===== src/rtl/ial_pkg.sv =====
// Package for the indexed array list engine.
// Holds sizes, command codes and the cell control struct; no dependencies.
package ial_pkg;

	localparam int CAPACITY  = 256;
	localparam int ELEM_W    = 32;
	localparam int CMD_W     = 3;
	localparam int IDX_W     = 9;
	localparam int VAL_W     = 32;
	localparam int CNT_W     = 9;
	localparam int LEN_W     = $clog2(CAPACITY + 1);
	// width wide enough for both list lengths and request indexes
	localparam int CMP_W     = (LEN_W > IDX_W) ? LEN_W : IDX_W;

	typedef enum logic [CMD_W-1:0] {
		CMD_GET    = 3'd0,
		CMD_INSERT = 3'd1,
		CMD_DELETE = 3'd2,
		CMD_LOCATE = 3'd3,
		CMD_CLEAR  = 3'd4
	} ial_cmd_t;

	typedef enum logic [1:0] {
		CELL_HOLD,
		CELL_INS,
		CELL_DEL
	} ial_cell_op_t;

	// broadcast to every cell in the execute cycle
	typedef struct packed {
		logic              en;
		ial_cell_op_t      op;
		logic [CMP_W-1:0]  target;  // 0-based slot addressed by the command
		logic [CMP_W-1:0]  len;     // list length before the command
		logic [ELEM_W-1:0] key;     // insert value or locate key
	} ial_ctrl_t;

endpackage


===== src/rtl/ial_cell.sv =====
// One slot of the list: holds an entry, shifts with its neighbours,
// compares against the key. Depends on ial_pkg.
module ial_cell import ial_pkg::*; (
	input  logic              clk,
	input  ial_ctrl_t         ctrl,
	input  logic [CMP_W-1:0]  slot,
	input  logic [ELEM_W-1:0] left,
	input  logic [ELEM_W-1:0] right,
	output logic [ELEM_W-1:0] data,
	output logic              hit,
	output logic [ELEM_W-1:0] pick
);

	logic [ELEM_W-1:0] data_q;
	logic              hit_q;
	logic [ELEM_W-1:0] pick_q;

	always_ff @(posedge clk) begin
		if (ctrl.en) begin
			// pick and hit sample the entry before any shift
			hit_q  <= (data_q == ctrl.key) && (slot < ctrl.len);
			pick_q <= (slot == ctrl.target) ? data_q : '0;
			case (ctrl.op)
				CELL_INS: begin
					if (slot == ctrl.target)
						data_q <= ctrl.key;
					else if (slot > ctrl.target)
						data_q <= left;
				end
				CELL_DEL: begin
					if (slot >= ctrl.target)
						data_q <= right;
				end
				default: ;
			endcase
		end
	end

	assign data = data_q;
	assign hit  = hit_q;
	assign pick = pick_q;

endmodule


===== config.mk =====
export PLATFORM = sky130hd
export DESIGN_NAME = ial_cell
export DESIGN_NICKNAME = d
export VERILOG_FILES = /design/src/rtl/ial_pkg.sv /design/src/rtl/ial_cell.sv
export SDC_FILE = /design/constraint.sdc
export NUM_CORES = 1
export LEC_CHECK = 0
export BUFFER_PORTS_ARGS = -buffer_cell sky130_fd_sc_hd__buf_4
export CORE_MARGIN = 5
export CORE_UTILIZATION = 49
export DETAILED_ROUTE_END_ITERATION = 10
export PLACE_DENSITY = 0.86
export RECOVER_POWER = 25
export SYNTH_ARGS = -nofsm -noshare
export SYNTH_HDL_FRONTEND = slang
export SYNTH_SLANG_ARGS = --single-unit
export TNS_END_PERCENT = 20

===== constraint.sdc =====
create_clock -name clk -period 10.98 [get_ports clk]
set_input_delay 1.647 -clock clk [delete_from_list [all_inputs] [get_ports clk]]
set_output_delay 1.647 -clock clk [all_outputs]
set_load 0.005 [all_outputs]

==> summary.md <==
| Metric | Value |
|---|---|
| WL/cell | `17.9 µm` |
| Post-Route Setup TNS | `0 ns` |
| Netlist cell types | `29` |
| First-pass GRT wire length | `16500 µm` |
| Die Span Y | `97.0 µm` |
| Final worst path period need | `4.55 ns` |
| Worst slew margin | `-0.333` |
| Final wirelength | `10800 µm` |
| Peak supply drop | `0.0587 mV` |
| Worst min path class | `flip-flop to flip-flop` |
| CTS max path bufs | `2` |
| Power, Total | `0.609 mW` |
| Flop pwr share | `0.501` |
| Max-cap violations | `1` |
| Worst Path Max Fanout | `34` |
| Routed vias | `3121` |
| Failing checks | `capacitance limit, slew limit` |
| Skew-Pair Late Insertion Delay | `0.33 ns` |
| Hold Fails Final Rpt | `0` |
| WHS | `0.613 ns` |
| Required time worst endpoint | `10.99 ns` |
| Final period utilization | `0.414` |
| Critical-path top delay cell | `clkbuf_1` |
| Unrepaired setup endpoints after global routing | `no` |
| Initial core utilization | `0.508` |
| Layout Area Growth over Synthesis | `43.8%` |
| Clock network power share | `0.306` |
| Residual DRC | `0` |
| Setup violators final | `0` |
| Combinational power share | `0.193` |
| Standard-cell row count | `31` |
| Largest net degree at the start of global routing | `66` |
| Post CTS Setup Buffer Count | `0` |
| CP Data Arrival Time | `4.56 ns` |
| H-tree levels | `3` |
| Post_cts resized | `0` |
| Die area | `0.00941 mm²` |
| Core Region | `0.00729 mm²` |
| TritonRoute pass-1 iters | `4` |
| Io pins | `192` |
| Dpl cells | `592` |
| Syn Inst Count | `315` |
| CP Cell Sequence | `clkbuf_1 -> inv_1 -> a311oi_4 -> buf_4` |
| Skew final | `0.00722 ns` |
| Max-slew violations | `35` |
| Final RePlAce weighted congestion | `0.837` |
| DP Worst Slack | `6.71 ns` |
| FF+latch count, synth | `65` |
| Total gr overflow | `0` |
| Crit start category | `primary input` |
| DRT iter0 DRCs | `117` |
| Critical path class | `primary input to flip-flop` |
| Gr usage total | `0.221` |
| HPWL Detailed | `8580 µm` |
| CTS root buffer | `clkbuf_8` |
| Pwr/cell area | `114 mW/mm²` |
| Post-route setup slack | `6.43 ns` |
| Non-Filler Instances | `607` |
| Inserted Clock Buffers | `9` |
| Net switching power | `0.148 mW` |
| Die width | `97.0 µm` |
| CTS tree | `done` |
| Sw Ratio | `0.243` |
| Vias in the first global route | `3209` |
| CTS clk-pin slew, worst paths | `0.06 ns` |
| Antenna diodes | `0` |
| IO Port Bufs | `191` |
| Largest area contributor in the netlist | `edfxtp_1` |
| CP Capture Type | `flip-flop` |
| Clock sinks | `65` |
| Vias per cell | `5.14` |
| Layout cells sized above 1 | `0.404` |
| Post-CTS Hold Buffers | `0` |
| Synth Area per Inst | `11.8 µm²` |
| Fin nets | `650` |
| Mapped cell area | `0.00371 mm²` |
| Status | `finished with violations` |
| Syn Nets | `461` |
| Highest clock rate | `0.220 GHz` |
| Max incr delay on CP | `1.41 ns` |
| Synth top area share | `0.526` |
| Int Power | `0.461 mW` |
| Antenna viol nets, final | `0` |
| Dominant cells by area after synthesis | `edfxtp_1 (53%), mux2i_1 (8.6%), xor2_1 (7.6%), ha_1 (6.4%), and2_1 (5.4%)` |
| Ys Warns | `0` |
| Sequential area share after synthesis | `0.526` |
| Initial antenna violation count | `0` |
| Leakage | `2.35 nW` |
| Worst-margin pin slew | `2.00 ns` |
## per-stage QoR
stage	area, µm²	util
6_report	5330	0.731
3_3_place_gp	5170	0.709
2_1_floorplan	3710	-
3_5_place_dp	5170	0.709
5_1_grt	5330	0.731
4_1_cts	5350	0.733
## final cells by class
cell class                 instances  area [µm²]
clock inverter                     5        47.5
multi-input combinational        216        1580
timing repair buffer             192        1430
inverter                          20        75.1
tap                               99         124
sequential                        65        1950
clock buffer                      10         128
fill                             547        1960
## cells in the final DEF, fill, tap and decap left out
master,instances
nor2_1,2
nor4_1,7
nor4b_1,1
nand4_1,2
nor3_1,1
a21oi_1,4
clkinv_2,2
and2_1,32
o21ai_1,28
inv_1,20
nand3_1,2
buf_4,176
nand2b_1,1
and3_4,1
clkbuf_4,12
bufinv_16,1
nor2b_1,1
xor2_1,32
a211oi_1,1
mux2i_1,32
and4_4,2
o21ai_0,5
a311oi_1,1
clkinv_1,2
a311oi_4,1
edfxtp_1,65
ha_1,18
clkbuf_8,9
a21boi_0,1
clkbuf_1,5
o211ai_1,1
ha_2,1
nand2_1,35
o31ai_1,1
a21o_1,3
## kinds of logic (layout without fill, tap and decap cells)
| family | after synthesis | in the layout | synth area share |
|---|---|---|---|
| XOR/XNOR | 32 | 32 | 0.0756 |
| buffers and inverters | 34 | 227 | 0.0530 |
| AO/OA/AOI/OAI | 46 | 46 | 0.0689 |
| AND/OR/NAND/NOR | 87 | 87 | 0.126 |
| multiplexers | 32 | 32 | 0.0864 |
| adder cells (fa/ha/maj) | 19 | 19 | 0.0641 |
| flip-flops | 65 | 65 | 0.526 |
## worst paths after layout
check	to	slack [ns]	depth (start not counted)	start
min reg2reg	pick[9]$_SDFFCE_PN0P_	0.61	1	data[9]$_DFFE_PP_
max	data[9]$_DFFE_PP_	6.43	4	ctrl[52]
min	pick[9]$_SDFFCE_PN0P_	0.61	1	data[9]$_DFFE_PP_
max reg2reg	hit$_DFFE_PP_	9.23	4	data[19]$_DFFE_PP_
## sequential cells by signal, indices dropped and copies added, names as in the netlist
name	count
data	32
pick	32
hit	1
## worst max-delay path, delay by kind of cell
family | cells | cell delay [ns]
buffers and inverters | 3 | 2.03
AOI/OAI and AO/OA | 1 | 0.86
## Yosys cell counts
master	count
ha_1	19
nand2_1	35
a311oi_1	2
clkbuf_1	7
nor4b_1	1
nor3_1	1
and4_4	2
a21boi_0	1
a211oi_1	1
edfxtp_1	65
nor2b_1	1
o211ai_1	1
and2_1	32
nor2_1	2
buf_12	4
mux2i_1	32
a21oi_1	4
nand4_1	2
a21o_1	3
o31ai_1	1
xor2_1	32
nor4_1	7
nand3_1	2
and3_4	1
o21ai_0	5
nand2b_1	1
clkbuf_2	3
o21ai_1	28
inv_1	20
## routing by layer
metal,up-vias,GRT usage,share of wire
li1,1493,-,-
met1,1458,0.243,0.38
met2,155,0.412,0.53
met3,15,0.0576,0.079
met4,0,0.0691,0.013
met5,-,0,0
## power groups by stage
stage	registers (mW)	logic [mW]	clock network, mW
6_report	0.305	0.117	0.186
5_1_grt	0.306	0.129	0.202
4_1_cts	0.304	0.120	0.190
3_5_place_dp	0.310	0.119	0
3_3_place_gp	0.309	0.116	0
2_1_floorplan	0.309	0.0386	0
Power figures use the tool's default switching activity.
